File: config.mk
export PLATFORM = sky130hd
export DESIGN_NAME = fq_mul_stage
export DESIGN_NICKNAME = d
export VERILOG_FILES = /design/src/rtl/core/fq_pkg.sv /design/src/rtl/core/fq_mul_stage.sv
export SDC_FILE = /design/constraint.sdc
export NUM_CORES = 2
export LEC_CHECK = 0
export ABC_AREA = 1
export BUFFER_PORTS_ARGS = -buffer_cell sky130_fd_sc_hd__clkbuf_2
export CAP_MARGIN = 25
export CORE_MARGIN = 2
export CORE_UTILIZATION = 45
export DETAILED_ROUTE_END_ITERATION = 12
export PLACE_DENSITY = 0.71
export SYNTH_ARGS = -nofsm -noshare
export SYNTH_HDL_FRONTEND = slang
export SYNTH_SLANG_ARGS = --single-unit
File: constraint.sdc
create_clock -name clock -period 8.8 [get_ports clock]
set_input_delay 0.44 -clock clock [delete_from_list [all_inputs] [get_ports clock]]
set_output_delay 0.44 -clock clock [all_outputs]
set_load 0.1 [all_outputs]
File: src/rtl/core/fq_pkg.sv
// shared types and constants for the 17.14 fixed-point alu
// no dependencies
package fq_pkg;

   localparam int FRACTION_BITS = 14;
   localparam int DATA_W        = 32;
   // dividend magnitude is |a| shifted up by the fraction bits
   localparam int QUO_W         = DATA_W + FRACTION_BITS;
   localparam int DIV_STAGES    = QUO_W;
   // prep, multiply, divider steps, finish
   localparam int NUM_STAGES    = DIV_STAGES + 3;

   typedef enum logic [3:0] {
      CMD_TOFIXED = 4'd0,
      CMD_TRUNC   = 4'd1,
      CMD_ROUND   = 4'd2,
      CMD_ADD     = 4'd3,
      CMD_ADDINT  = 4'd4,
      CMD_SUB     = 4'd5,
      CMD_SUBINT  = 4'd6,
      CMD_MUL     = 4'd7,
      CMD_MULINT  = 4'd8,
      CMD_DIV     = 4'd9,
      CMD_DIVINT  = 4'd10
   } command_type;

   typedef enum logic [1:0] {
      ST_OK   = 2'd0,
      ST_OVF  = 2'd1,
      ST_DIV0 = 2'd2
   } status_type;

   typedef enum logic [1:0] {
      KIND_DIRECT = 2'd0,
      KIND_MUL    = 2'd1,
      KIND_DIV    = 2'd2
   } kind_type;

   typedef struct packed {
      kind_type                  kind;
      logic [DATA_W-1:0]         res;
      status_type                st;
      logic                      neg;
      logic signed [DATA_W-1:0]  opa;
      logic signed [DATA_W-1:0]  opy;
      logic signed [2*DATA_W-1:0] prod;
      logic [DATA_W-1:0]         dvs;
      logic [DATA_W-1:0]         rem;
      logic [QUO_W-1:0]          quo;
   } stage_type;

endpackage

File: src/rtl/core/fq_mul_stage.sv
// second stage: full 32x32 signed product
// depends on fq_pkg
module fq_mul_stage import fq_pkg::*; (
   input  logic      clock,
   input  logic      en,
   input  stage_type stage_in,
   output stage_type stage_ff
);

   stage_type nxt_in;

   always_comb begin
      nxt_in      = stage_in;
      nxt_in.prod = stage_in.opa * stage_in.opy;
   end

   always_ff @(posedge clock) begin
      if (en) begin
         stage_ff <= nxt_in;
      end
   end

endmodule

Word-level counts from Yosys, hierarchy flattened
Cells that the tools add are included.
{ "totals": {"register_bits": 275, "out_inout_bits": 275} }
{ "op_classes": {"multipliers": 1} }
{ "op_table": {"columns": ["operator", "count"], "rows": [
  ["$mul A32 B32 Y64", 1]
]} }

Logic depth before layout (Yosys ltp)
{ "logic_depth": {"word_depth": 1, "depth_mapped": 31, "mapped_depth_nobuf": 30} }

Worst setup path after synthesis
OpenSTA, ideal clock, no wires.
{ "synth_path": {"kind": "input-to-reg", "from": "input stage_in[237] (netlist name)", "to": "register stage_ff[167] (netlist name), data pin", "required_ns": 8.547, "arrival_ns": 6.998, "slack_ns": 1.550, "setup_ns": 0.253, "stages": 27, "cell_sequence": "clkbuf_1 -> nand2_1 -> inv_1 -> fa_1 -> inv_1 -> fa_1 -> inv_1 -> fa_1 -> fa_1 -> inv_1 -> fa_1 -> inv_1 -> fa_1 -> inv_1 -> fa_1 -> inv_1 -> fa_1 -> ha_1 -> a21oi_1 -> nor2_1 -> nor2_1 -> nor2_1 -> or2_2 -> nor2_1 -> nand3_1 -> nand2_1 -> nand2_1"} }
{ "synth_lines": {"columns": ["element", "line_no", "source"], "rows": [
  ["from (decl)", "fq_mul_stage.sv:6", "input stage_type stage_in,"],
  ["to (signal assigned)", "fq_mul_stage.sv:19", "stage_ff <= nxt_in;"],
  ["to (decl)", "fq_mul_stage.sv:7", "output stage_type stage_ff"]
]} }

==> impl_metrics.toml <==
[floorplanning]
core_um2 = 103000
dieArea_um2 = 107000
die_h_um = 327
io_pins = 552
die_w_um = 327
initial_core_util_pct = 45.3
placementRows = 118

[clocking]
cts_setup_buffers = 0
clockBufferDepth = 3
clk_pin_slew_worst_paths_ns = 0.07
cts_tree = "done"
cts_resized = 0
ctsHoldBuffers = 120
htree_levels = 1
clock-sinks = 275
cts_root_buf = "clkbuf_16"
cts_buffers = 31

[routing]
antenna_left = 0
drt-initial-drc-count = 2494
avgRoutedWirePerCell_um = 19.8
via_per_inst = 4.93
drc = 0
firstDrtPassIters = 5
routed_wirelength_um = 143000
vias = 35500

[worst_setup_path]
cp_top_family = "adder cells"
worst-path-buf-inv = 8
crit_top_cell = "fa_1"
path_max_fanout = 15
critPathKind = "in2reg"
cp-end-kind = "flip-flop"
cp-endpoint = "stage_ff[167]"
crit_cells = 27
slowest_delay_ns = 0.60
cp-startpoint = "stage_in[237]"
cpMaxStageDelayCell = "fa_1"
crit_required_ns = 9.21
arrival_ns = 7.87
cp-start-kind = "input pin"

[global_route]
grt_first_pass_wirelength_um = 222000
grt_overflow = 0
grt_pass1_vias = 38800
antenna_found_initial = 9
grt_usage_pct = 27.4
grt_max_degree = 124

[timing]
rsz0062_at_grt = "false"
drv_slew = 0
setup_tns_ns = 0
period_share_pct = 84.9
worstMarginPinSlew_ns = 1.03
min_period_ns = 7.47
clock.fmax_ghz = 0.134
relSlewSlack_pct = 31.2
setup_viol = 0
hold_viol_final = 0
fin_hold_ws_ns = 0.0287

[logic_synthesis]
synth_nets = 6800
synth_seq_cells = 275
async_flop_share_pct = 0
synth_top_area_share_pct = 46.2
yosys.area.top_type = "fa_1"
syn_area_per_cell_um2 = 8.93
synthesis.instances = 5257
yosysMostFrequentCell = "inv_1"
syn_area_um2 = 46900
synth-edff-count = 275
synth_commonest_cells = "inv_1, nand2_1, fa_1"
synth_seq_area_share_pct = 17.6
synthTopCellsByArea = "fa_1, edfxtp_1, inv_1"
yosysUniqueCellTypes = 30
ys_warn_count = 0
synth_ff_type = "edfxtp_1"

[job]
cap_violations = 0

[finish]
post_route_cells_drive_above_1_share_pct = 12.2
final_nets = 7337
largest-register = "stage_ff"
areaGrowthSynthToFinish_pct = 13.7
largest_reg_flops = 275
reg_top3 = "stage_ff (275)"

[placement]
portBuffers = 487
gp_congestion = 0.997
dp_hpwl_um = 121000

[status]
status = "finished clean"

[worst_hold_path]
hp-class = "in2reg"
## stage by stage
stage | utilization [%] | instances | worst slack [ns] | instance area, um^2
after global placement | 49.4 | 7019 | 0.742 | 51100
final | 51.5 | 7203 | 1.33 | 53300
after detailed placement | 49.4 | 7019 | 0.726 | 51100
after floorplan | - | 5257 | 1.55 | 46900
after global routing | 51.5 | 7201 | 0.997 | 53300
after CTS | 51.5 | 7196 | 1.41 | 53300
## cells in the final DEF, fill, tap and decap left out, drive strengths merged, types with 17 or more instances in the layout
cell,instances
clkbuf,518
dlygate4sd3,121
buf,89
inv,1674
nand4,17
nand3,71
fa,1082
xor2,34
nand2,1461
edfxtp,275
a21oi,67
nor2,137
o21ai,20
ha,184
## layout make-up
type,count,area (um^2)
antenna,5,12.5
inverter,1669,6260
clock buffer,32,779
tap,1380,1730
fill,9426,50200
sequential,275,8260
multi-input combinational,3121,31700
clock inverter,25,216
timing repair buffer,696,4390
## cells by family after synthesis
group           synth area share [%]
fa+ha+maj                       51.1
xor+xnor                       0.765
compound gates                  1.18
buf+inv                         14.9
simple gates                    14.5
flops                           17.6
## how the worst min path moves through the flow
| stage | slack [ns] | start | endpoint | depth (start not counted) |
|---|---|---|---|---|
| finish | 0.03 | stage_in[4] | stage_ff[4] | 1 |
| global route | 0.008 | stage_in[100] | stage_ff[100] | 1 |
| CTS | 0.002 | stage_in[59] | stage_ff[59] | 1 |
| detailed placement | 0.62 | stage_in[3] | stage_ff[3] | 1 |
| global placement | 0.62 | stage_in[90] | stage_ff[90] | 1 |
| floorplan | 0.54 | stage_in[0] | stage_ff[0] | 0 |
## routing by layer
| metal | vias to the layer above | GRT usage, % | wire, um |
|---|---|---|---|
| met5 | - | 0 | 57 |
| met4 | 8 | 11.6 | 7000 |
| met3 | 287 | 5.12 | 12700 |
| met2 | 1628 | 46.5 | 68600 |
| met1 | 17900 | 34.7 | 54200 |
| li1 | 15700 | - | - |
Power is left out: the tool's default activity adds up to more than one toggle a clock period on the data nets, which glitch-free logic cannot reach.
