## src/rtl/core/fq_pkg.sv

```systemverilog
// shared types and constants for the 17.14 fixed-point alu
// no dependencies
package fq_pkg;

   localparam int FRACTION_BITS = 14;
   localparam int DATA_W        = 32;
   // dividend magnitude is |a| shifted up by the fraction bits
   localparam int QUO_W         = DATA_W + FRACTION_BITS;
   localparam int DIV_STAGES    = QUO_W;
   // prep, multiply, divider steps, finish
   localparam int NUM_STAGES    = DIV_STAGES + 3;

   typedef enum logic [3:0] {
      CMD_TOFIXED = 4'd0,
      CMD_TRUNC   = 4'd1,
      CMD_ROUND   = 4'd2,
      CMD_ADD     = 4'd3,
      CMD_ADDINT  = 4'd4,
      CMD_SUB     = 4'd5,
      CMD_SUBINT  = 4'd6,
      CMD_MUL     = 4'd7,
      CMD_MULINT  = 4'd8,
      CMD_DIV     = 4'd9,
      CMD_DIVINT  = 4'd10
   } command_type;

   typedef enum logic [1:0] {
      ST_OK   = 2'd0,
      ST_OVF  = 2'd1,
      ST_DIV0 = 2'd2
   } status_type;

   typedef enum logic [1:0] {
      KIND_DIRECT = 2'd0,
      KIND_MUL    = 2'd1,
      KIND_DIV    = 2'd2
   } kind_type;

   typedef struct packed {
      kind_type                  kind;
      logic [DATA_W-1:0]         res;
      status_type                st;
      logic                      neg;
      logic signed [DATA_W-1:0]  opa;
      logic signed [DATA_W-1:0]  opy;
      logic signed [2*DATA_W-1:0] prod;
      logic [DATA_W-1:0]         dvs;
      logic [DATA_W-1:0]         rem;
      logic [QUO_W-1:0]          quo;
   } stage_type;

endpackage

```

## src/rtl/core/fq_div_stage.sv

```systemverilog
// one restoring division step: one quotient bit per stage
// depends on fq_pkg
module fq_div_stage import fq_pkg::*; (
   input  logic      clock,
   input  logic      en,
   input  stage_type stage_in,
   output stage_type stage_ff
);

   stage_type     nxt_in;
   logic [DATA_W:0] trial;
   logic          take;

   always_comb begin
      trial  = {stage_in.rem, stage_in.quo[QUO_W-1]};
      take   = trial >= {1'b0, stage_in.dvs};
      nxt_in = stage_in;
      nxt_in.rem = take ? DATA_W'(trial - {1'b0, stage_in.dvs}) : trial[DATA_W-1:0];
      nxt_in.quo = {stage_in.quo[QUO_W-2:0], take};
   end

   always_ff @(posedge clock) begin
      if (en) begin
         stage_ff <= nxt_in;
      end
   end

endmodule

```

## config.mk

```make
export PLATFORM = sky130hd
export DESIGN_NAME = fq_div_stage
export DESIGN_NICKNAME = d
export VERILOG_FILES = /design/src/rtl/core/fq_pkg.sv /design/src/rtl/core/fq_div_stage.sv
export SDC_FILE = /design/constraint.sdc
export NUM_CORES = 1
export LEC_CHECK = 0
export BUFFER_PORTS_ARGS = -buffer_cell sky130_fd_sc_hd__buf_2
export CAP_MARGIN = 20
export CORE_AREA = 2 2 213 215
export DETAILED_ROUTE_END_ITERATION = 8
export DIE_AREA = 0 0 215 217
export PLACE_DENSITY = 0.59
export SYNTH_ARGS = -nofsm -noshare
export SYNTH_HDL_FRONTEND = slang
export SYNTH_SLANG_ARGS = --single-unit
```

## constraint.sdc

```tcl
create_clock -name clock -period 3 [get_ports clock]
set_clock_uncertainty 0.15 [all_clocks]
set_input_delay 0.6 -clock clock [delete_from_list [all_inputs] [get_ports clock]]
set_output_delay 0.6 -clock clock [all_outputs]
set_load 0.05 [all_outputs]
```

======== Yosys cells after proc, flatten, opt, wreduce, memory -nomap -nowiden ========
Index checks and enable logic that the tools add are counted.
operators by class
  div/mod/pow operators ................... 0
  multiplexer cells ....................... 1
  reduce and logical (&&, ||, !) cells .... 0
  multiply operators ...................... 0
  add/sub/neg operators ................... 1
  order comparisons ....................... 1
  eq/ne operators ......................... 0
  bitwise gates (word level) .............. 0
  shift-type cells ........................ 0
operator list
  kind                            count
  >= comparator 33 x 32 -> 1 bit  1
  two-way mux 32 bit              1
  subtractor 32 bit               1
word-level totals
  flip-flop bits (word level) ............. 275
  memory bits (read-only) ................. 0
  output and inout port bits .............. 275
  bits in latches ......................... 0
  memories ................................ 0
  memory bits (writable) .................. 0

======== Logic depth before layout (Yosys ltp) ========
  depth in word-level cells ............... 2
  gate-level depth with buffers ........... 13
  depth with buffers taken out ............ 11

======== Worst setup path after synthesis ========
Ideal clock, no wire load.
  path type ............................... input port to flip-flop
  start point ............................. input stage_in[101] in the netlist's numbering
  end point ............................... register stage_ff[50] in the netlist's numbering, data pin
  setup slack ............................. -0.102 ns
  path buffers ............................ 2
  arrival ................................. 2.692 ns
  stages on the path ...................... 11
  cell sequence ........................... inv_1 -> ha_1 -> buf_6 -> and3_1 -> o21a_1 -> a311oi_2 -> o21ai_1 -> or3b_1 -> o21a_1 -> buf_6 -> mux2_4
RTL lines
  what                    RTL line            RTL
  start: declaration      fq_div_stage.sv:6   input stage_type stage_in,
  end signal: assignment  fq_div_stage.sv:24  stage_ff <= nxt_in;
  end: declaration        fq_div_stage.sv:7   output stage_type stage_ff

==> impl_results.md <==
* Comb pwr share at 24.0%
* Dominant cell type by area after synthesis: edfxtp_1
* Antenna-violating nets left at 0
* Post-Place Cells at 1881
* Yosys top cell area share at 78.01%
* Largest net degree at the start of global routing at 70
* Largest register FFs at 275
* Post-layout util at 38.67%
* Worst hold path startpoint: stage_in[161]
* Synthesized Nets at 944
* Total track usage at 17.42%
* End of the worst hold path: stage_ff[161]$_DFFE_PP_
* Largest regs: stage_ff: 275 flops
* WL per Instance at 20.64 um
* Largest Register: stage_ff
* Worst-path clk slew at 0.06 ns
* Async SR Flop Fraction at 0%
* Fin. Hold Viols at 0
* Final setup violation count at 0
* Net Sw Frac at 31.50%
* Maxcap violations at 0
* Psw at 0.003675 W
* Iter 0 DRT Violations at 602
* Power share of the clock group at 35.3%
* Flop pwr share at 40.7%
* LEAKAGE at 7.550 nW
* Slew HR at 60.27%
* CTS Buffer Depth at 3
* Buf+Inv Stages, Crit Path at 3
* Mux contribution to synthesized area at 1.324%
* Antenna violations before repair at 20
* Post-layout net count at 1737
* Die Span X at 215 um
* CP Capture Type: register
* Synth Area in Simple Gates at 4.941%
* Post-Layout Inst Area at 0.01728 mm2
* Internal power at 0.007992 W
* Crit path cell chain: buf_2 -> inv_1 -> ha_1 -> fa_1 -> nor2b_1 -> o2111ai_1 -> a21oi_1 -> o31ai_2 -> a21oi_2 -> buf_4 -> a21oi_1 -> nand4b_1 -> mux2_4
* Worst hold-check path type: in2reg
* Synth top area cells: edfxtp_1 78%, ha_1 3.8%, a21oi_1 2.6%
* First-pass DRT Iterations at 5
* Worst slew pin tran at 0.5810 ns
* Residual DRC at 0
* Commonest non-fill, non-tap cell in the layout: buf_2
* VDD IR max at 461.1 uV
* Cells after synthesis at 634
* Crit path DAT at 3.01 ns
* Die area at 0.04666 mm2
* Post-Syn Area at 0.01059 mm2
* CTS tree: done
* Status: finished clean
* Fin Hold WS at 0.04161 ns
* Pwr Density at 675.0 mW/mm2
* CTS Buf Count at 31
* Most used DFF post-synth: edfxtp_1
* Vias in the first global route at 8953
* DRT Wirelength at 42.59 mm
* Number of synthesized flops with an enable pin at 275
* Seq/Total Area, Yosys at 78.01%
* Post-synthesis compound-gate area fraction at 6.915%
* Final Max Slew Viols at 0
* WS Path Type: in2reg
* YS warnings at 0
* Initial Util at 23.68%
* Yosys reg bits at 275
* CP top delay family: compound AO/OA/AOI/OAI gates
* Design Power at 0.01167 W
* Crit-path slowest cell: fa_1
* CP required at 3.20 ns
* CTS HTree Levels at 1
* Commonest non-fill, non-tap cells in the layout: 550 x buf_2, 275 x edfxtp_1, 113 x dlygate4sd3_1
* Clock Sinks at 275
* Std-Cell Rows at 78
* Placed inst area at 0.01499 mm2
* Routability cong. at 0.8475
* Fill count at 4347
* CP max FO at 5
* Final Cycle Share at 93.68%
* Critical Path Source Type: input port
* Via count at 8692
* Largest family of logic cells by synthesized area: compound AO/OA/AOI/OAI gates
* Post-detail-place hpwl at 34.32 mm
* CP peak stage delay at 0.40 ns
* Die height at 217 um
* Adder-cell area share of the yosys netlist at 3.972%
* IO Count at 552
* Gr ovfl total at 0
* Xor/xnor share of the synthesized area at 2.151%
* Finished Layout Cells at 2064
* Port bufs at 551
* Vias per cell at 4.211
* Post-CTS Setup Inserts at 0
* Area Overhead vs Synth at 63.29%
* Max Freq at 0.3558 GHz
* Post-synth cell types at 49
* CTS root buf: clkbuf_16
* Core area at 0.04470 mm2
* Layout cells sized above 1 at 51.00%
* Most frequent CP cell: a21oi_1
* Minimum clock period at 2.810 ns
* Synthesized area per cell at 16.70 um2
* Hold path cells at 1
* Global-route wire length before repair at 58.73 mm
* RSZ-0062 raised after global routing: no
[power groups by stage]
stage | registers [W] | clock network [W] | logic [W]
detailed placement | 0.00482 | 0 | 0.00267
floorplan | 0.00601 | 0 | 0.000478
CTS | 0.00475 | 0.00425 | 0.00281
global route | 0.00477 | 0.00439 | 0.00294
finish | 0.00475 | 0.00412 | 0.00280
global placement | 0.00482 | 0 | 0.00265
[final cells by class]
cell class | instances | area (um2) | share of cell area, %
Clock buffer | 33 | 783.3 | 4.532
Tap cell | 600 | 750.7 | 4.343
Inverter | 46 | 185.2 | 1.071
Multi-Input combinational cell | 296 | 2133 | 12.34
Sequential cell | 275 | 8258 | 47.78
Antenna cell | 13 | 32.53 | 0.1882
Timing Repair Buffer | 777 | 4822 | 27.90
Clock inverter | 24 | 319.1 | 1.846
[metrics by stage]
stage	setup TNS, ns	worst slack [ns]
after floorplan	-0.5694	-0.03265
after global placement	-10.16	-0.4773
after detailed placement	-12.18	-0.5045
after CTS	0	0.1400
after global routing	0	0.01315
final	0	0.1895
[worst max-delay path by stage]
stage	startpoint	slack, ns	cells past startpoint	endpoint
2_1_floorplan	stage_in[101]	-0.03	11	stage_ff[50]$_DFFE_PP_
3_3_place_gp	stage_in[80]	-0.48	13	stage_ff[72]$_DFFE_PP_
3_5_place_dp	stage_in[45]	-0.50	14	stage_ff[72]$_DFFE_PP_
4_1_cts	stage_in[45]	0.14	14	stage_ff[72]$_DFFE_PP_
5_1_grt	stage_in[82]	0.01	14	stage_ff[71]$_DFFE_PP_
6_report	stage_in[45]	0.19	13	stage_ff[70]$_DFFE_PP_
[kinds of logic after synthesis]
family          Yosys count
flops                   275
compound gates          120
mux                      10
xor+xnor                 26
fa+ha+maj                33
buf+inv                  63
simple gates            107
[timing repair]
item / in CTS / in global routing
gates resized for setup: 0 / 7
hold buffers: 113 / 0
endpoints found under the setup margin: 0 / 15
hold endpoints to repair: 113 / 0
[synth_stat cells, drive strengths merged (3+ instances only)]
library cell / count
buf: 11
o21bai: 5
a2111oi: 4
mux2: 8
nor3: 3
clkbuf: 6
nor2: 37
o21ai: 21
and2: 3
o31ai: 7
nand3: 8
edfxtp: 275
inv: 46
xor2: 10
a21oi: 55
o21a: 6
a211oi: 3
xnor2: 16
nand2: 24
ha: 32
nand4: 8
a21o: 8
nand2b: 7
[layer usage]
metal	global-route usage [%]	wire, um
met1	19.28	15450
met2	31.02	22240
met3	4.752	3429
met4	8.345	1460
met5	0	13
Note: power is estimated with default switching activity, not from simulation.
