===== src/rtl/core/fq_pkg.sv =====
// shared types and constants for the 17.14 fixed-point alu
// no dependencies
package fq_pkg;

   localparam int FRACTION_BITS = 14;
   localparam int DATA_W        = 32;
   // dividend magnitude is |a| shifted up by the fraction bits
   localparam int QUO_W         = DATA_W + FRACTION_BITS;
   localparam int DIV_STAGES    = QUO_W;
   // prep, multiply, divider steps, finish
   localparam int NUM_STAGES    = DIV_STAGES + 3;

   typedef enum logic [3:0] {
      CMD_TOFIXED = 4'd0,
      CMD_TRUNC   = 4'd1,
      CMD_ROUND   = 4'd2,
      CMD_ADD     = 4'd3,
      CMD_ADDINT  = 4'd4,
      CMD_SUB     = 4'd5,
      CMD_SUBINT  = 4'd6,
      CMD_MUL     = 4'd7,
      CMD_MULINT  = 4'd8,
      CMD_DIV     = 4'd9,
      CMD_DIVINT  = 4'd10
   } command_type;

   typedef enum logic [1:0] {
      ST_OK   = 2'd0,
      ST_OVF  = 2'd1,
      ST_DIV0 = 2'd2
   } status_type;

   typedef enum logic [1:0] {
      KIND_DIRECT = 2'd0,
      KIND_MUL    = 2'd1,
      KIND_DIV    = 2'd2
   } kind_type;

   typedef struct packed {
      kind_type                  kind;
      logic [DATA_W-1:0]         res;
      status_type                st;
      logic                      neg;
      logic signed [DATA_W-1:0]  opa;
      logic signed [DATA_W-1:0]  opy;
      logic signed [2*DATA_W-1:0] prod;
      logic [DATA_W-1:0]         dvs;
      logic [DATA_W-1:0]         rem;
      logic [QUO_W-1:0]          quo;
   } stage_type;

endpackage


===== src/rtl/core/fq_prep.sv =====
// first stage: command decode, int operand conversion, add/sub/convert results
// depends on fq_pkg
module fq_prep import fq_pkg::*; (
   input  logic                     clock,
   input  logic                     en,
   input  logic [3:0]               command,
   input  logic signed [DATA_W-1:0] operand_a,
   input  logic signed [DATA_W-1:0] operand_b,
   output stage_type                stage_ff
);

   localparam logic [DATA_W:0] HALF = (DATA_W+1)'(1) << (FRACTION_BITS - 1);

   stage_type         stage_in;
   command_type       cmd;
   logic              int_cmd;
   logic              a_fits;
   logic              b_fits;
   logic [DATA_W-1:0] y;
   status_type        pre_st;
   logic [DATA_W:0]   a_ext;
   logic [DATA_W:0]   a_mag;
   logic [DATA_W:0]   a_rnd;
   logic [DATA_W:0]   tq;
   logic [DATA_W:0]   rq;
   logic [DATA_W:0]   sum;
   logic [DATA_W:0]   dif;
   logic              sum_ovf;
   logic              dif_ovf;

   always_comb begin
      cmd     = command_type'(command);
      int_cmd = (cmd == CMD_ADDINT) || (cmd == CMD_SUBINT) ||
                (cmd == CMD_MULINT) || (cmd == CMD_DIVINT);
      // fits when the top bits are a pure sign extension
      a_fits  = (&operand_a[DATA_W-1 -: FRACTION_BITS+1]) ||
                (~|operand_a[DATA_W-1 -: FRACTION_BITS+1]);
      b_fits  = (&operand_b[DATA_W-1 -: FRACTION_BITS+1]) ||
                (~|operand_b[DATA_W-1 -: FRACTION_BITS+1]);
      if (int_cmd) begin
         y = b_fits ? (operand_b <<< FRACTION_BITS) : '0;
      end else begin
         y = operand_b;
      end
      pre_st = (int_cmd && !b_fits && cmd != CMD_DIVINT) ? ST_OVF : ST_OK;

      a_ext = {operand_a[DATA_W-1], operand_a};
      a_mag = operand_a[DATA_W-1] ? -a_ext : a_ext;
      tq    = a_mag >> FRACTION_BITS;
      a_rnd = a_mag + HALF;
      rq    = a_rnd >> FRACTION_BITS;
      sum   = a_ext + {y[DATA_W-1], y};
      dif   = a_ext - {y[DATA_W-1], y};
      sum_ovf = sum[DATA_W] ^ sum[DATA_W-1];
      dif_ovf = dif[DATA_W] ^ dif[DATA_W-1];

      stage_in      = '0;
      stage_in.kind = KIND_DIRECT;
      stage_in.st   = ST_OK;
      stage_in.opa  = operand_a;
      stage_in.opy  = y;
      stage_in.neg  = operand_a[DATA_W-1] ^ y[DATA_W-1];
      stage_in.dvs  = y[DATA_W-1] ? -y : y;
      stage_in.quo  = {a_mag[DATA_W-1:0], {FRACTION_BITS{1'b0}}};

      unique case (cmd) inside
         CMD_TOFIXED: begin
            stage_in.res = a_fits ? DATA_W'(operand_a <<< FRACTION_BITS) : '0;
            stage_in.st  = a_fits ? ST_OK : ST_OVF;
         end
         CMD_TRUNC: begin
            stage_in.res = operand_a[DATA_W-1] ? DATA_W'(-tq) : tq[DATA_W-1:0];
         end
         CMD_ROUND: begin
            stage_in.res = operand_a[DATA_W-1] ? DATA_W'(-rq) : rq[DATA_W-1:0];
         end
         CMD_ADD, CMD_ADDINT: begin
            stage_in.res = sum_ovf ? '0 : sum[DATA_W-1:0];
            stage_in.st  = sum_ovf ? ST_OVF : pre_st;
         end
         CMD_SUB, CMD_SUBINT: begin
            stage_in.res = dif_ovf ? '0 : dif[DATA_W-1:0];
            stage_in.st  = dif_ovf ? ST_OVF : pre_st;
         end
         CMD_MUL, CMD_MULINT: begin
            stage_in.kind = KIND_MUL;
            stage_in.st   = pre_st;
         end
         CMD_DIV, CMD_DIVINT: begin
            if (y == '0) begin
               stage_in.st = ST_DIV0;
            end else begin
               stage_in.kind = KIND_DIV;
            end
         end
         default: begin
            stage_in.res = '0;
         end
      endcase
   end

   always_ff @(posedge clock) begin
      if (en) begin
         stage_ff <= stage_in;
      end
   end

endmodule


===== config.mk =====
export PLATFORM = sky130hd
export DESIGN_NAME = fq_prep
export DESIGN_NICKNAME = d
export VERILOG_FILES = /design/src/rtl/core/fq_pkg.sv /design/src/rtl/core/fq_prep.sv
export SDC_FILE = /design/constraint.sdc
export NUM_CORES = 1
export LEC_CHECK = 0
export ABC_AREA = 0
export BUFFER_PORTS_ARGS = -buffer_cell sky130_fd_sc_hd__buf_4
export CAP_MARGIN = 0
export CORE_MARGIN = 2
export CORE_UTILIZATION = 43
export CTS_BUF_LIST = sky130_fd_sc_hd__clkbuf_8
export DETAILED_ROUTE_END_ITERATION = 10
export MAX_ROUTING_LAYER = met4
export PLACE_DENSITY_LB_ADDON = 0.3
export SKIP_CTS_REPAIR_TIMING = 1
export SLEW_MARGIN = 20
export SYNTH_ARGS = -nofsm -noshare
export SYNTH_HDL_FRONTEND = slang
export SYNTH_SLANG_ARGS = --single-unit

===== constraint.sdc =====
create_clock -name clock -period 8.4 [get_ports clock]
set_input_delay 1.68 -clock clock [delete_from_list [all_inputs] [get_ports clock]]
set_output_delay 1.68 -clock clock [all_outputs]
set_load 0.01 [all_outputs]

Word-level counts from Yosys, hierarchy flattened

Cells that the tools add are included.

Flip-flop bits (word level): 165
Input bits: 70
Output and inout bits: 275
Logic and storage cells: 68

Add/sub/neg operators: 7
Equality and inequality tests: 11
Multiplexer cells: 18
Bitwise gates (word level): 3
Reductions and logical operators: 20

Operator list:

| cell                                                 | count |
|---|---|
| two-way mux 32 bit                                   | 7 |
| case mux 32 bit (5 select lines)                     | 1 |
| negator 19 -> 32 bit                                 | 2 |
| adder 32 x 32 -> 33 bit                              | 1 |
| adder 33 x 14 -> 33 bit (second input constant)      | 1 |
| two-way mux 33 bit                                   | 1 |
| negator 33 bit                                       | 1 |
| subtractor 32 x 32 -> 33 bit                         | 1 |
| logical NOT 32 bit                                   | 1 |
| negator 32 bit                                       | 1 |
| two-way mux 31 bit                                   | 1 |
| AND reduction 15 bit                                 | 2 |
| OR reduction 15 bit                                  | 2 |
| equality test 4 x 3 -> 1 bit (second input constant) | 4 |
| equality test 4 bit (second input constant)          | 3 |
| case mux 2 bit (5 select lines)                      | 1 |
| equality test 4 x 2 -> 1 bit (second input constant) | 2 |
| OR reduction 2 bit                                   | 4 |
| logical OR 1 bit                                     | 5 |
| equality test 4 x 1 -> 1 bit (second input constant) | 1 |
| logical NOT 4 bit                                    | 1 |
| two-way mux 1 bit                                    | 4 |
| two-way mux 2 bit                                    | 2 |
| inequality test 4 bit (second input constant)        | 1 |
| 4 further kinds                                      | 9 |

Logic depth before layout (Yosys ltp)

Word-level depth: 9
Gate-level depth with buffers: 27
Gate-level depth less buffers: 23

Worst setup path after synthesis

OpenSTA, ideal clock, no wires.

Kind: input-to-reg
Start: in command[3]
End: reg stage_ff[271] (netlist name) (data pin)
Library setup time: 158 ps
Arrival: 7678 ps
Required time: 8242 ps
Path slack: 564 ps
Stages on the path: 24
Path buffers: 6
Cells stage by stage: clkbuf_1 -> xnor2_1 -> or2_2 -> nor3_1 -> clkbuf_1 -> buf_1 -> nor2_1 -> ha_1 -> clkbuf_1 -> nand2_1 -> or4_1 -> a311oi_1 -> o2111a_1 -> o21ai_0 -> o21ai_0 -> a21o_1 -> a21oi_1 -> xnor2_1 -> ha_1 -> nor3_1 -> clkbuf_1 -> clkbuf_1 -> a221oi_1 -> o211ai_1

RTL lines:

| what                 | RTL line       | RTL |
|---|---|---|
| start, declared      | fq_prep.sv:6   | `input logic [3:0] command,` |
| end signal, assigned | fq_prep.sv:104 | `stage_ff <= stage_in;` |
| end, declared        | fq_prep.sv:9   | `output stage_type stage_ff` |

==> impl_metrics.ini <==
[global_route]
grt_overflow_total = 0
met3_usage = 0.0371
grt_use_met2 = 0.469
grt.met1_usage = 0.380
grt_antenna_before_repair = 1
grt_pass1_wl_um = 70600
busiest_layer = met2
grt_max_degree = 88
grt_usage = 0.292
grt_pass1_vias = 11444

[synthesis]
seq_area_frac_synth = 0.363
yosys_warnings = 0
syn_area_per_cell_um2 = 9.14
synth_top_family_by_area = compound AO/OA/AOI/OAI gates
synthXorXnorAreaFrac = 0.0701
synth_compound_area_frac = 0.215
synth_edf_count = 163
synthSimpleGateAreaFrac = 0.152
syn_inst = 1475
synth.ff_latch_count = 163
synthMuxAreaShare = 0.0229
synthAdderAreaFrac = 0.0717
async_reset_ff_frac = 0
synth_cell_types = 81
synthFlopType = edfxtp_1
syn_area_um2 = 13500

[sta]
setup_viol = 0
worstMarginPinSlew_ns = 1.00
fin_crit_sh = 0.881
report.final.slew_viol_count = 0
tns_ns = 0
hold_viol_final = 0
finalCriticalPeriod_ns = 7.40
rsz0062_at_grt = false
max_slew_margin = 0.330
max_freq_mhz = 135
holdWs_ns = 1.45

[cts]
cts_buffers = 17
cts_tree = done
htreeDepth = 4
cts.sinks = 163
clk_path_buf_depth = 2
clock-root-buffer = clkbuf_8
clk_pin_slew_ns = 0.10

[setup_path]
crit_start = command[2]
critical_path_class = input port to register
required_ns = 8.61
end_kind = register
crit_path_top_delay_cell = or3_1
max_stage_delay_ns = 0.60
crit_fanout = 17
cp.depth = 22
critPathArrivalTime_ns = 7.61
path_cells = buf_4 -> xnor2_1 -> nor2_2 -> buf_4 -> mux2i_1 -> nor2_1 -> ha_1 -> inv_1 -> o21a_1 -> o21ai_0 -> nor4b_1 -> o31a_1 -> nor4_1 -> o31ai_1 -> a21oi_1 -> o21bai_1 -> xnor2_1 -> ha_1 -> or3_1 -> o22ai_1 -> o21ai_0 -> o221ai_1
crit_family = compound AO/OA/AOI/OAI gates
crit_buf_inv = 3
start_kind = input port

[min_path]
holdPathStages = 1
hp-start = operand_a[0]
min_to = stage_ff[206]
hold_path.class = input port to register

[flow_run]
cap_violations = 0

[routing]
ant_nets = 0
viasPerCell = 5.95
drt_iter0_markers = 1284
wirelength_um = 47700
firstDrtPassIters = 6
drc_errors = 0
wire_per_inst_um = 22.8
vias = 12428

[final_layout]
syn2layout_area_growth_pct = 15.8
drive_above_1_share = 0.190
largest_reg_flops = 163
fillers = 2935
num-nets-final = 1826
fin_util = 0.508
regMostFlops = stage_ff
final_cell_area_um2 = 15600
reg_top3 = stage_ff x163

[power]
switchingPower_mw = 0.981
max-vdd-ir-drop_uv = 84.2
leakagePower_nw = 6.43
seqPwrFrac = 0.399
pwr-share-comb = 0.378
powerDensity_nw_per_um2 = 167
swShare = 0.376
pwr-share-clk = 0.222
finalPower_mw = 2.61
intPower_mw = 1.63

[die]
core_um2 = 30700
die_w_um = 181
pin_count = 345
num_rows = 64
initial_core_util = 0.438
dieHeight_um = 181
die_area_um2 = 32800

[outcome]
status = complete, no violations

[placed_design]
dpl.hpwl_um = 36200
placed_area_um2 = 15200
place.gp.congestion = 0.982
numPortBuffers = 234
power groups by stage:
| stage | clock (mW) | sequential, mW | combinational [mW] |
|---|---|---|---|
| floorplan | 0 | 1.10 | 0.568 |
| global placement | 0 | 1.06 | 0.970 |
| detailed placement | 0 | 1.06 | 0.971 |
| CTS | 0.587 | 1.05 | 0.976 |
| global route | 0.615 | 1.05 | 1.07 |
| finish | 0.581 | 1.04 | 0.989 |
cells by family after synthesis:
| group | count (synthesis) |
|---|---|
| AND/OR/NAND/NOR | 418 |
| AO/OA/AOI/OAI | 417 |
| buffers and inverters | 263 |
| flip-flops | 163 |
| XOR/XNOR | 107 |
| adder cells (fa/ha/maj) | 76 |
| multiplexers | 30 |
| other | 1 |
layer usage:
metal / up-vias / share of wire
li1: 5663 / -
met1: 5971 / 0.42
met2: 708 / 0.47
met3: 86 / 0.076
met4: 0 / 0.032
met5: - / 0
synthesized netlist by cell type, types with 6 or more instances:
master / number / area [µm²]
a221oi_1: 8 / 70.1
o21a_1: 15 / 113
mux2i_1: 23 / 230
a31o_2: 8 / 70.1
nor3_1: 40 / 200
a22oi_1: 15 / 113
a21oi_1: 82 / 410
nor4_1: 21 / 131
ha_1: 74 / 926
nor2_1: 105 / 394
o211ai_1: 15 / 113
buf_1: 9 / 33.8
nand3_1: 22 / 110
o221ai_1: 12 / 105
nand2_1: 115 / 432
o21ai_0: 86 / 430
and3_1: 11 / 68.8
a41oi_1: 10 / 87.6
buf_4: 112 / 841
or4_1: 10 / 75.1
o21bai_1: 7 / 52.6
o31ai_1: 28 / 210
a211o_1: 6 / 52.6
xor2_1: 23 / 201
or3_1: 15 / 93.8
a221o_1: 12 / 120
nand4_1: 12 / 75.1
o22ai_1: 11 / 68.8
nand2b_1: 15 / 93.8
clkbuf_1: 55 / 206
and2_1: 10 / 62.6
mux2_2: 7 / 78.8
a31oi_1: 11 / 68.8
o2111ai_1: 6 / 52.6
xnor2_1: 83 / 727
edfxtp_1: 163 / 4890
a211oi_1: 8 / 60.1
nor2b_1: 16 / 100
a21o_1: 27 / 203
inv_1: 80 / 300
area by class of cell:
class	instances	area, µm²	share of cell area
sequential	163	4890	0.313
inverter	83	312	0.0200
clock inverter	15	135	0.00865
tap	396	495	0.0317
clock buffer	17	234	0.0150
multi-input combinational	1158	7610	0.487
antenna	1	2.50	0.000160
timing repair buffer	257	1930	0.124
cell usage in the layout, fill, tap and decap left out, types with 16 or more instances in the layout:
cell,n
nand3_1,22
nor4_1,21
nand2_1,115
nor3_1,37
nor2_1,103
a21oi_1,82
edfxtp_1,163
mux2i_1,23
inv_1,83
clkbuf_8,17
buf_4,256
ha_1,74
a21o_1,27
xor2_1,23
nor2b_1,16
o31ai_1,28
conb_1,110
xnor2_1,83
o21ai_0,86
stage by stage:
step	cells	setup WS (ns)
CTS	2089	1.17
detailed placement	2057	0.644
global route	2090	0.690
floorplan	1584	0.564
finish	2090	0.999
global placement	2057	0.669
how the worst max path moves through the flow:
| stage | slack, ns | to |
|---|---|---|
| 2_1_floorplan | 0.56 | stage_ff[271] |
| 3_3_place_gp | 0.67 | stage_ff[271] |
| 3_5_place_dp | 0.64 | stage_ff[271] |
| 4_1_cts | 1.17 | stage_ff[271] |
| 5_1_grt | 0.69 | stage_ff[245] |
| 6_report | 1.0 | stage_ff[245] |
Note: power is estimated with default switching activity, not from simulation.
