`src/rtl/core/fq_pkg.sv`:
```
// shared types and constants for the 17.14 fixed-point alu
// no dependencies
package fq_pkg;

   localparam int FRACTION_BITS = 14;
   localparam int DATA_W        = 32;
   // dividend magnitude is |a| shifted up by the fraction bits
   localparam int QUO_W         = DATA_W + FRACTION_BITS;
   localparam int DIV_STAGES    = QUO_W;
   // prep, multiply, divider steps, finish
   localparam int NUM_STAGES    = DIV_STAGES + 3;

   typedef enum logic [3:0] {
      CMD_TOFIXED = 4'd0,
      CMD_TRUNC   = 4'd1,
      CMD_ROUND   = 4'd2,
      CMD_ADD     = 4'd3,
      CMD_ADDINT  = 4'd4,
      CMD_SUB     = 4'd5,
      CMD_SUBINT  = 4'd6,
      CMD_MUL     = 4'd7,
      CMD_MULINT  = 4'd8,
      CMD_DIV     = 4'd9,
      CMD_DIVINT  = 4'd10
   } command_type;

   typedef enum logic [1:0] {
      ST_OK   = 2'd0,
      ST_OVF  = 2'd1,
      ST_DIV0 = 2'd2
   } status_type;

   typedef enum logic [1:0] {
      KIND_DIRECT = 2'd0,
      KIND_MUL    = 2'd1,
      KIND_DIV    = 2'd2
   } kind_type;

   typedef struct packed {
      kind_type                  kind;
      logic [DATA_W-1:0]         res;
      status_type                st;
      logic                      neg;
      logic signed [DATA_W-1:0]  opa;
      logic signed [DATA_W-1:0]  opy;
      logic signed [2*DATA_W-1:0] prod;
      logic [DATA_W-1:0]         dvs;
      logic [DATA_W-1:0]         rem;
      logic [QUO_W-1:0]          quo;
   } stage_type;

endpackage

```
`src/rtl/core/fq_finish.sv`:
```
// last stage: product scaling, quotient sign, overflow, output register
// depends on fq_pkg
module fq_finish import fq_pkg::*; (
   input  logic              clock,
   input  logic              en,
   input  stage_type         stage_in,
   output logic [DATA_W-1:0] result_ff,
   output logic [1:0]        status_ff
);

   logic signed [2*DATA_W-1:0] bias;
   logic signed [2*DATA_W-1:0] scaled;
   logic                       mul_ovf;
   logic [QUO_W:0]             qs;
   logic                       div_ovf;
   logic [DATA_W-1:0]          result_in;
   status_type                 status_in;

   always_comb begin
      // truncate toward zero when dropping the fraction
      bias    = stage_in.prod[2*DATA_W-1] ?
                (2*DATA_W)'((64'(1) << FRACTION_BITS) - 1) : '0;
      scaled  = (stage_in.prod + bias) >>> FRACTION_BITS;
      mul_ovf = !((&scaled[2*DATA_W-1:DATA_W-1]) || (~|scaled[2*DATA_W-1:DATA_W-1]));
      qs      = stage_in.neg ? -{1'b0, stage_in.quo} : {1'b0, stage_in.quo};
      div_ovf = !((&qs[QUO_W:DATA_W-1]) || (~|qs[QUO_W:DATA_W-1]));

      case (stage_in.kind)
         KIND_MUL: begin
            result_in = scaled[DATA_W-1:0];
            status_in = mul_ovf ? ST_OVF : stage_in.st;
         end
         KIND_DIV: begin
            result_in = qs[DATA_W-1:0];
            status_in = div_ovf ? ST_OVF : stage_in.st;
         end
         default: begin
            result_in = stage_in.res;
            status_in = stage_in.st;
         end
      endcase
   end

   always_ff @(posedge clock) begin
      if (en) begin
         result_ff <= result_in;
         status_ff <= status_in;
      end
   end

endmodule

```
`config.mk`:
```
export PLATFORM = sky130hd
export DESIGN_NAME = fq_finish
export DESIGN_NICKNAME = d
export VERILOG_FILES = /design/src/rtl/core/fq_pkg.sv /design/src/rtl/core/fq_finish.sv
export SDC_FILE = /design/constraint.sdc
export NUM_CORES = 1
export LEC_CHECK = 0
export BUFFER_PORTS_ARGS = -buffer_cell sky130_fd_sc_hd__buf_2
export CAP_MARGIN = 10
export CORE_AREA = 5 5 117 119
export DETAILED_ROUTE_END_ITERATION = 10
export DIE_AREA = 0 0 122 124
export PLACE_DENSITY = 0.83
export SLEW_MARGIN = 10
export SYNTH_ARGS = -nofsm -noshare
export SYNTH_HDL_FRONTEND = slang
export SYNTH_SLANG_ARGS = --single-unit
```
`constraint.sdc`:
```
create_clock -name clock -period 7.3 [get_ports clock]
set_input_delay 1.46 -clock clock [delete_from_list [all_inputs] [get_ports clock]]
set_output_delay 1.46 -clock clock [all_outputs]
set_load 0.02 [all_outputs]
```
== Word-level counts from Yosys, hierarchy flattened ==
Index checks and enable logic that the tools add are counted.

* Add/sub/neg operators: 2
* $mul: 0
* Divide/modulo/power cells: 0
* Magnitude comparators: 0
* Equal/unequal tests: 2
* Shift operators: 0
* Mux-type cells: 6
* Bitwise gates (word level): 0
* Reduce and logical (&&, ||, !) cells: 8

{| class="wikitable"
|+ Operators with widths
! cell !! number
|-
| 64-bit by 15-bit adder with 64-bit output || 1
|-
| 32-bit one-hot mux with 2 select lines || 1
|-
| 47-bit 2-to-1 mux || 1
|-
| 46-bit negation with 47-bit output || 1
|-
| 19-bit AND reduction || 1
|-
| 19-bit OR reduction || 1
|-
| 16-bit AND reduction || 1
|-
| 16-bit OR reduction || 1
|-
| 14-bit 2-to-1 mux || 1
|-
| 2-bit 2-to-1 mux || 2
|-
| 2-bit one-hot mux with 2 select lines || 1
|-
| 2-bit by 1-bit == test with 1-bit output (second input constant) || 1
|-
| 2-bit == test (second input constant) || 1
|-
| 1-bit logical NOT || 2
|-
| 1-bit logical OR || 2
|}

* Register bits: 34
* Bits in latches: 0
* Bits in writable memories: 0
* Memory bits (read-only): 0
* Bits of input ports: 277
* Output and inout port bits: 34
* Word-level logic and storage cells: 20
* Memories: 0

== Logic depth before layout (Yosys ltp) ==
Gate-level depths: netlist of run 1.

* Depth after elaboration: 7
* Depth in mapped cells: 12
* Mapped depth without buffers: 12

== Least setup slack after synthesis of run 1 ==
OpenSTA, ideal clock, no wires.

* Kind: input -> register
* Start: in stage_in[17] in the netlist's numbering
* End: reg status_ff[0] (data pin)
* Arrival time: 4,252 ps
* Required time: 7,045 ps
* Path slack: 2,793 ps
* Stages on the path: 11
* Buffers on the path: 1
* Cell sequence: or4_4 -> or4_4 -> buf_6 -> or3_4 -> or4_1 -> a31oi_1 -> and4_1 -> and4b_1 -> o21ba_1 -> o21ai_1 -> a31o_1

* Cells in the longest elaborated chain, start to end: 7

{| class="wikitable"
|+ RTL lines
! what !! RTL line !! source
|-
| start, declared || fq_finish.sv:6 || <nowiki>input stage_type stage_in,</nowiki>
|-
| 46-bit negation with 47-bit output (*) || fq_finish.sv:25 || <nowiki>qs = stage_in.neg ? -{1'b0, stage_in.quo} : {1'b0, stage_in.quo};</nowiki>
|-
| 47-bit 2-to-1 mux (*) || fq_finish.sv:25 ||
|-
| 16-bit OR reduction || fq_finish.sv:26 || <nowiki>div_ovf = !((&qs[QUO_W:DATA_W-1]) || (~|qs[QUO_W:DATA_W-1]));</nowiki>
|-
| 1-bit logical NOT || fq_finish.sv:26 ||
|-
| 1-bit logical OR (*) || fq_finish.sv:26 ||
|-
| 2-bit 2-to-1 mux (*) || fq_finish.sv:35 || <nowiki>status_in = div_ovf ? ST_OVF : stage_in.st;</nowiki>
|-
| 2-bit one-hot mux with 2 select lines (*) || fq_finish.sv:28 || <nowiki>case (stage_in.kind)</nowiki>
|-
| named net status_in[0] || fq_finish.sv:17 || <nowiki>status_type status_in;</nowiki>
|-
| end signal, assigned || fq_finish.sv:47 || <nowiki>status_ff <= status_in;</nowiki>
|-
| end, declared || fq_finish.sv:8 || <nowiki>output logic [1:0] status_ff</nowiki>
|}

Mark *: on every way through the listed nets, which the timed path passes. The rest lies on a longest branch.
A chain may end at the register's enable or synchronous reset.

== Final worst setup path of run 1 ==
* Start: in stage_in[132] in the netlist's numbering
* End: reg status_ff[0] (data pin)

* Cells in the longest elaborated chain, start to end: 6

{| class="wikitable"
|+ RTL lines
! what !! RTL line !! source
|-
| 64-bit by 15-bit adder with 64-bit output (*) || fq_finish.sv:23 || <nowiki>scaled = (stage_in.prod + bias) >>> FRACTION_BITS;</nowiki>
|-
| 19-bit OR reduction || fq_finish.sv:24 || <nowiki>mul_ovf = !((&scaled[2*DATA_W-1:DATA_W-1]) || (~|scaled[2*DATA_W-1:DATA_W-1]));</nowiki>
|-
| 1-bit logical NOT || fq_finish.sv:24 ||
|-
| 1-bit logical OR (*) || fq_finish.sv:24 ||
|-
| 2-bit 2-to-1 mux (*) || fq_finish.sv:31 || <nowiki>status_in = mul_ovf ? ST_OVF : stage_in.st;</nowiki>
|-
| 2-bit one-hot mux with 2 select lines (*) || fq_finish.sv:28 ||
|-
| named net status_in[0] || fq_finish.sv:17 ||
|}

Marks and branches as above.

==> results by group, run 1 <==
Status
  – Status: completed

Die
  – Die height: around 120 um
  – Core area: roughly 0.012 mm2
  – Die area: 0.0151 mm2
  – Top-Level Pins: about 310
  – FP Rows: 41
  – Chip Width: between 100 and 150 um
  – Initial Util: 36.8%

Clock network
  – Clk sink count: 34
  – # resized after CTS: 0
  – Clock tree root buffer cell: clkbuf_16
  – Deepest clock path buffer count: 2
  – H-tree depth: 2
  – CTS tree: done
  – Setup Buffers After CTS: 0
  – Hold_buf cts: 0
  – Clock-pin transition on the worst setup and hold timing paths: approximately 0.060 ns
  – Total CTS buffers: 5

Pwr
  – Worst VDD drop: approximately 0.086 mV
  – PwrDens: ~130 mW/mm2
  – Leak: approximately 2.2 nW

Yosys
  – Main combinational cell family by area after synthesis: simple AND/OR/NAND/NOR gates
  – Synth area leader: edfxtp_1
  – Synth top area share: between 20% and 30%
  – Total number of yosys warnings: 0
  – Simple-gate share of the synthesized area: 30.7%
  – Mapped Cells: 606
  – Post-synthesis compound-gate area fraction: a little under a quarter
  – Top-count cell post-synth: nand2_1
  – Ys flop type: edfxtp_1
  – Sequential-to-total area share from yosys stat: 22.3%
  – XOR/XNOR Fraction of Synth Area: around 14%
  – Avg Inst Size Synth: 7.57 um2
  – Synth unique cells: a little over 60
  – Syn_nets: around 900
  – Post-synth top cells: nand2_1, xnor2_1, o21ai_0
  – Seq cells post-synth: 34
  – Async SR Flop Fraction: 0%
  – Mux contribution to synthesized area: between 1 and 1.5%
  – Synthesized area: 0.00458 mm2
  – Post-synth EDFFs: 34
  – Synth Area in Adders: about 4.4%
  – Main area contributors after synthesis: edfxtp_1, xnor2_1, nand2_1, o21ai_0, ha_1

Setup path
  – Crit Path Max Fanout: 7
  – CP Capture Type: register
  – Crit Path Category: in2reg
  – CP Capture Point: status_ff[0]$_DFFE_PP_
  – Data required time of the worst path: between 7 and 8 ns
  – WP data arrival: roughly 5.2 ns
  – Critical path launch point: stage_in[132]
  – CP startpoint kind: input pin

Finish
  – Share of cells above drive strength 1: 26.4%
  – Nets: about 1100
  – Layout area overhead: 25.5%

Drt
  – Routed wire length: 16800 um
  – Via count: ~5500
  – Routed vias/inst: 5.78
  – First-pass detailed-route iteration total: 5
  – WL per Instance: between 15 and 20 um
  – Detail Route Antenna Nets: 0
  – DRT iter0 DRCs: approximately 460
  – DRC: 0

STA
  – Worst-Margin Slew: roughly 1.1 ns
  – RSZ-0062 raised after global routing: false
  – Relative slew slack: 22.7%
  – Min Clock Period, post-route: between 5 and 6 ns
  – Max-slew violations: 0
  – Setup TNS: 0 ns
  – Final worst-path cycle share: 70.8%
  – Final Hold Fails: 0
  – PnR worst setup slack: 2.13 ns
  – Max Clock Freq: 0.193 GHz
  – Final setup viols: 0

Job
  – Max-Cap Viols: 0

Place
  – Post-DP HPWL: roughly 14000 um
  – RD Place Congestion: between 0.9 and 1
  – Setup WS pre-CTS: slightly below 2 ns
  – Buffers on Ports: between 150 and 200

Global route
  – Largest net degree at the start of global routing: 56
  – Overall Global Routing Usage: between 20% and 30%
  – First-pass GRT wire length: approximately 25000 um
  – Initial antenna violation count: 5
  – Grt ovf: 0
  – Number of global-route vias before repair: 4804

Min path
  – HP Class: in2reg
  – Hold path depth: 3
sequential cells by signal, summed over array words and instances, names as in the netlist:
register   cells
status_ff      2
result_ff     32
worst max-delay path: stages:
cell	delay [ns]
buf_2	0.13
nand3_1	0.28
nor4b_1	1.02
nand2_1	0.20
a2111oi_2	0.66
and4_1	0.28
o22ai_1	0.08
or4_1	0.53
nor4_1	0.21
a31oi_1	0.11
a31o_1	0.24
where the power goes:
group | switching (W) | leakage, nW | internal (W) | total [W]
combinational | 0.000173 | 1.85 | 0.000109 | 0.000282
sequential | 0.00000482 | 0.330 | 0.000243 | 0.000248
clock | 0.0000764 | 0.0683 | 0.000125 | 0.000201
placed cells by master (no fill, tap or decap), drive strengths merged, types with 4 or more instances in the layout:
master / Yosys / routed
or3: 10 / 10
nor2: 32 / 32
a22oi: 26 / 26
o31ai: 13 / 13
a21oi: 18 / 18
o211ai: 4 / 4
xnor2: 57 / 57
nand2: 75 / 75
or4: 8 / 8
edfxtp: 34 / 34
nand3: 28 / 28
nor3: 27 / 27
mux2i: 4 / 4
nor3b: 6 / 6
nor4: 24 / 24
nor2b: 4 / 4
a211oi: 7 / 7
nand4: 25 / 25
xor2: 17 / 17
and3: 11 / 11
clkbuf: 23 / 6
o21ai: 52 / 52
a221oi: 4 / 4
buf: 5 / 184
a21o: 4 / 4
inv: 20 / 20
ha: 16 / 16
and4: 5 / 5
metrics by stage:
stage                     util, %  cells  hold WS, ns  area [um2]  power, W
after floorplan                 -    606         1.57        4580  0.000409
after global placement       45.0    934         1.74        5610  0.000524
after detailed placement     45.0    934         1.74        5610  0.000528
after CTS                    46.1    942         1.46        5750  0.000728
after global routing         46.2    944         1.47        5750  0.000770
final                        46.2    944         1.46        5750  0.000731
layout make-up:
cell class                 instances  area, um2
fill                            1268       6710
multi-input combinational        524       3370
tap                              172        215
clock inverter                     2       8.76
antenna                            2       5.00
clock buffer                       6        129
inverter                          20       75.1
sequential                        34       1020
timing repair buffer             184        926
cell families (layout without fill, tap and decap cells):
family,after synthesis,in the layout
and+or+nand+nor,269,269
xor gates and xnor gates,74,74
muxes,6,6
AOI/OAI and AO/OA,159,159
adders and majority gates,16,16
other,0,2
DFF,34,34
buffers and inverters,48,212
metal layers:
layer	share of wire [%]	wire length, um	global-route usage, %	vias to the layer above
li1	-	-	-	2641
met1	41	6870	27.6	2517
met2	46	7710	33.7	262
met3	11	1770	4.50	29
met4	2.3	385	5.60	6
met5	0.20	34	0	-
worst min-delay path by stage:
stage	to	slack, ns	start
floorplan	result_ff[0]$_DFFE_PP_	1.57	en
global placement	result_ff[16]$_DFFE_PP_	1.74	stage_in[257]
detailed placement	result_ff[16]$_DFFE_PP_	1.74	stage_in[257]
CTS	result_ff[16]$_DFFE_PP_	1.46	stage_in[257]
global route	result_ff[17]$_DFFE_PP_	1.47	stage_in[258]
finish	result_ff[16]$_DFFE_PP_	1.46	stage_in[257]
No activity file was read; power rests on OpenSTA's default activity.
==> run 2, diff against run 1 <==
==> constraint.sdc (replaced) <==
create_clock -name clock -period 5 [get_ports clock]
set_input_delay 1 -clock clock [delete_from_list [all_inputs] [get_ports clock]]
set_output_delay 1 -clock clock [all_outputs]
set_load 0.02 [all_outputs]
==> run 2 against run 1 <==
Against the previous run: utilization up 0.57 points; cell count increased by 1.2%; sequential share of layout area decreased by 0.22 points; via count decreased by 0.93%.
==> results by group, run 2 (same netlist as run 1, synthesis figures left out) <==
Setup path
  – Worst path cell trace: buf_2, ha_1, o21ai_0, a21oi_1, o21ai_0, a2111oi_2, and4_1, o22ai_1, or4_1, nor4_1, a31oi_1, a31o_1
  – Data required time of the worst path: 5.04 ns (-2.29 ns)
  – Crit-path most repeated cell: o21ai_0
  – Crit Path Category: in2reg
  – CP Capture Type: register
  – Crit Path Max Fanout: 18 (+11)
  – Slowest CP cell: a2111oi_2
  – CP startpoint kind: input pin
  – WP data arrival: 4.27 ns (-0.93 ns)
  – Critical path's largest stage delay: 0.79 ns (-0.23 ns)

Die
  – Initial Util: 36.8% (unchanged)
  – Core area: 0.0125 mm2 (unchanged)
  – Die area: 0.0151 mm2 (unchanged)
  – Chip Width: 122 um (unchanged)
  – Top-Level Pins: 311 (unchanged)
  – FP Rows: 41 (unchanged)
  – Die height: 124 um (unchanged)

Global route
  – Number of global-route vias before repair: 4863 (+1.2%)
  – Largest net degree at the start of global routing: 56 (unchanged)
  – Overall Global Routing Usage: 20.9% (+0.22 points)
  – Grt ovf: 0 (unchanged)
  – Initial antenna violation count: 9 (+4)
  – First-pass GRT wire length: 24900 um (+0.53%)

Finish
  – FILL cells: 1286 (+1.4%)
  – Share of cells above drive strength 1: 27.2% (+0.89 points)
  – Final cell count without fillers: 955 (+1.2%)
  – Fin util: 46.7% (+0.57 points)
  – Area taken by multi-input logic gates: 0.00337 mm2 (unchanged)
  – Biggest register: result_ff
  – Biggest regs: result_ff: 32 flops, status_ff: 2 flops
  – Layout area overhead: 27.0%
  – Nets: 1070 (+0.75%)
  – Register Area: 0.00102 mm2 (unchanged)
  – Leading cell type in the layout, fill and taps excluded: buf_2
  – Most frequent cells in the layout: buf_2, nand2_1, xnor2_1
  – Max reg flops: 32 (unchanged)

Pwr
  – Switching power: 0.000372 W (+46%)
  – Leak: 2.29 nW (+1.8%)
  – Worst VDD drop: 0.115 mV (+33%)
  – Clk pwr share: 27.6% (about the same)
  – PwrDens: 183 mW/mm2 (+44%)
  – Logic pwr share: 38.6% (about the same)
  – Int Power: 0.000696 W (+46%)
  – Reg power frac: 33.8% (about the same)
  – Net Sw Frac: 34.8% (about the same)

Clock network
  – Clock tree root buffer cell: clkbuf_16
  – CTS tree: done
  – Total CTS buffers: 5 (unchanged)
  – Hold_buf cts: 0 (unchanged)
  – H-tree depth: 2 (unchanged)
  – Setup Buffers After CTS: 0 (unchanged)
  – Clk sink count: 34 (unchanged)
  – Clock-pin transition on the worst setup and hold timing paths: 0.06 ns (about the same)
  – Deepest clock path buffer count: 2 (unchanged)
  – # resized after CTS: 0 (unchanged)

STA
  – Worst-Margin Slew: 1.16 ns (+0.0130 ns)
  – Setup TNS: 0 ns (unchanged)
  – Final Hold Fails: 0 (unchanged)
  – Min Clock Period, post-route: approximately 4.2 ns
  – PnR worst setup slack: 0.766 ns (-1.36 ns)
  – RSZ-0062 raised after global routing: false
  – Final setup viols: 0 (unchanged)
  – Relative slew slack: 22.9% (+0.21 points)
  – Hold_ws: 1.00 ns (-0.463 ns)
  – Max Clock Freq: roughly 0.24 GHz
  – Final worst-path cycle share: 84.7%
  – Max-slew violations: 0 (unchanged)

Job
  – Max-Cap Viols: 0 (unchanged)

Drt
  – Detail Route Antenna Nets: 0 (unchanged)
  – Routed wire length: 16700 um (-0.48%)
  – Routed vias/inst: 5.66 (-2.1%)
  – First-pass detailed-route iteration total: 5 (unchanged)
  – DRT iter0 DRCs: 413 (-10%)
  – DRC: 0 (unchanged)
  – WL per Instance: 17.5 um (-1.6%)
  – Via count: 5404 (-0.93%)

Min path
  – HP Class: in2reg

Place
  – Setup WS pre-CTS: 0.487 ns (-1.50 ns)
  – RD Place Congestion: 0.951 (-1.8%)
  – Post-DP HPWL: 13800 um (+1.1%)
  – Number of cells after detailed placement: 942 (+0.86%)
  – Buffers on Ports: 182 (unchanged)

Status
  – Status: completed
## run 2: cell count changes in the layout (fill, tap and decap cells not counted), sizes merged
cell      delta
buf          +8
clkbuf       -1
clkinvlp     +1
diode        +3
## run 2: critical path, delay by kind of cell
kind	cells	cell delay [ns]
AO/OA/AOI/OAI	7	1.61
AND/OR/NAND/NOR	3	1.03
adder cells (fa/ha/maj)	1	0.41
buffers and inverters	1	0.22
## run 2: cell type report
| type | instances | area share, % |
|---|---|---|
| well taps | 172 | 3.69 |
| repair buffers | 192 | 16.9 |
| clock inverters | 3 | 0.279 |
| clock buffers | 5 | 2.15 |
| diodes | 5 | 0.215 |
| flip-flops and latches | 34 | 17.5 |
| multi-input cells | 524 | 57.9 |
| inverters | 20 | 1.29 |
## run 2: per-stage QoR
stage / power [W] / area [um2]
6_report: 0.00107 / 5820
3_3_place_gp: 0.000766 / 5670
5_1_grt: 0.00113 / 5820
4_1_cts: 0.00107 / 5810
3_5_place_dp: 0.000774 / 5670
2_1_floorplan: 0.000598 / 4580
## run 2: power groups by stage
| stage | clock, W | combinational [W] | sequential [W] |
|---|---|---|---|
| floorplan | 0 | 0.000187 | 0.000411 |
| global placement | 0 | 0.000400 | 0.000367 |
| detailed placement | 0 | 0.000407 | 0.000367 |
| CTS | 0.000300 | 0.000408 | 0.000362 |
| global route | 0.000313 | 0.000451 | 0.000363 |
| finish | 0.000295 | 0.000412 | 0.000361 |
## run 2: worst paths after layout
kind / to / cells after the start / start
setup / recovery: status_ff[0]$_DFFE_PP_ / 12 / stage_in[173]
hold / removal: result_ff[24]$_DFFE_PP_ / 3 / stage_in[265]
## run 2: layer usage
| metal | vias to the layer above | part of all wire, % | GRT usage (%) |
|---|---|---|---|
| met2 | 259 | 46 | 33.9 |
| met3 | 40 | 10 | 5.68 |
| met5 | - | 0.24 | 0 |
| met4 | 8 | 2.4 | 5.81 |
| met1 | 2427 | 41 | 27.3 |
| li1 | 2670 | - | - |
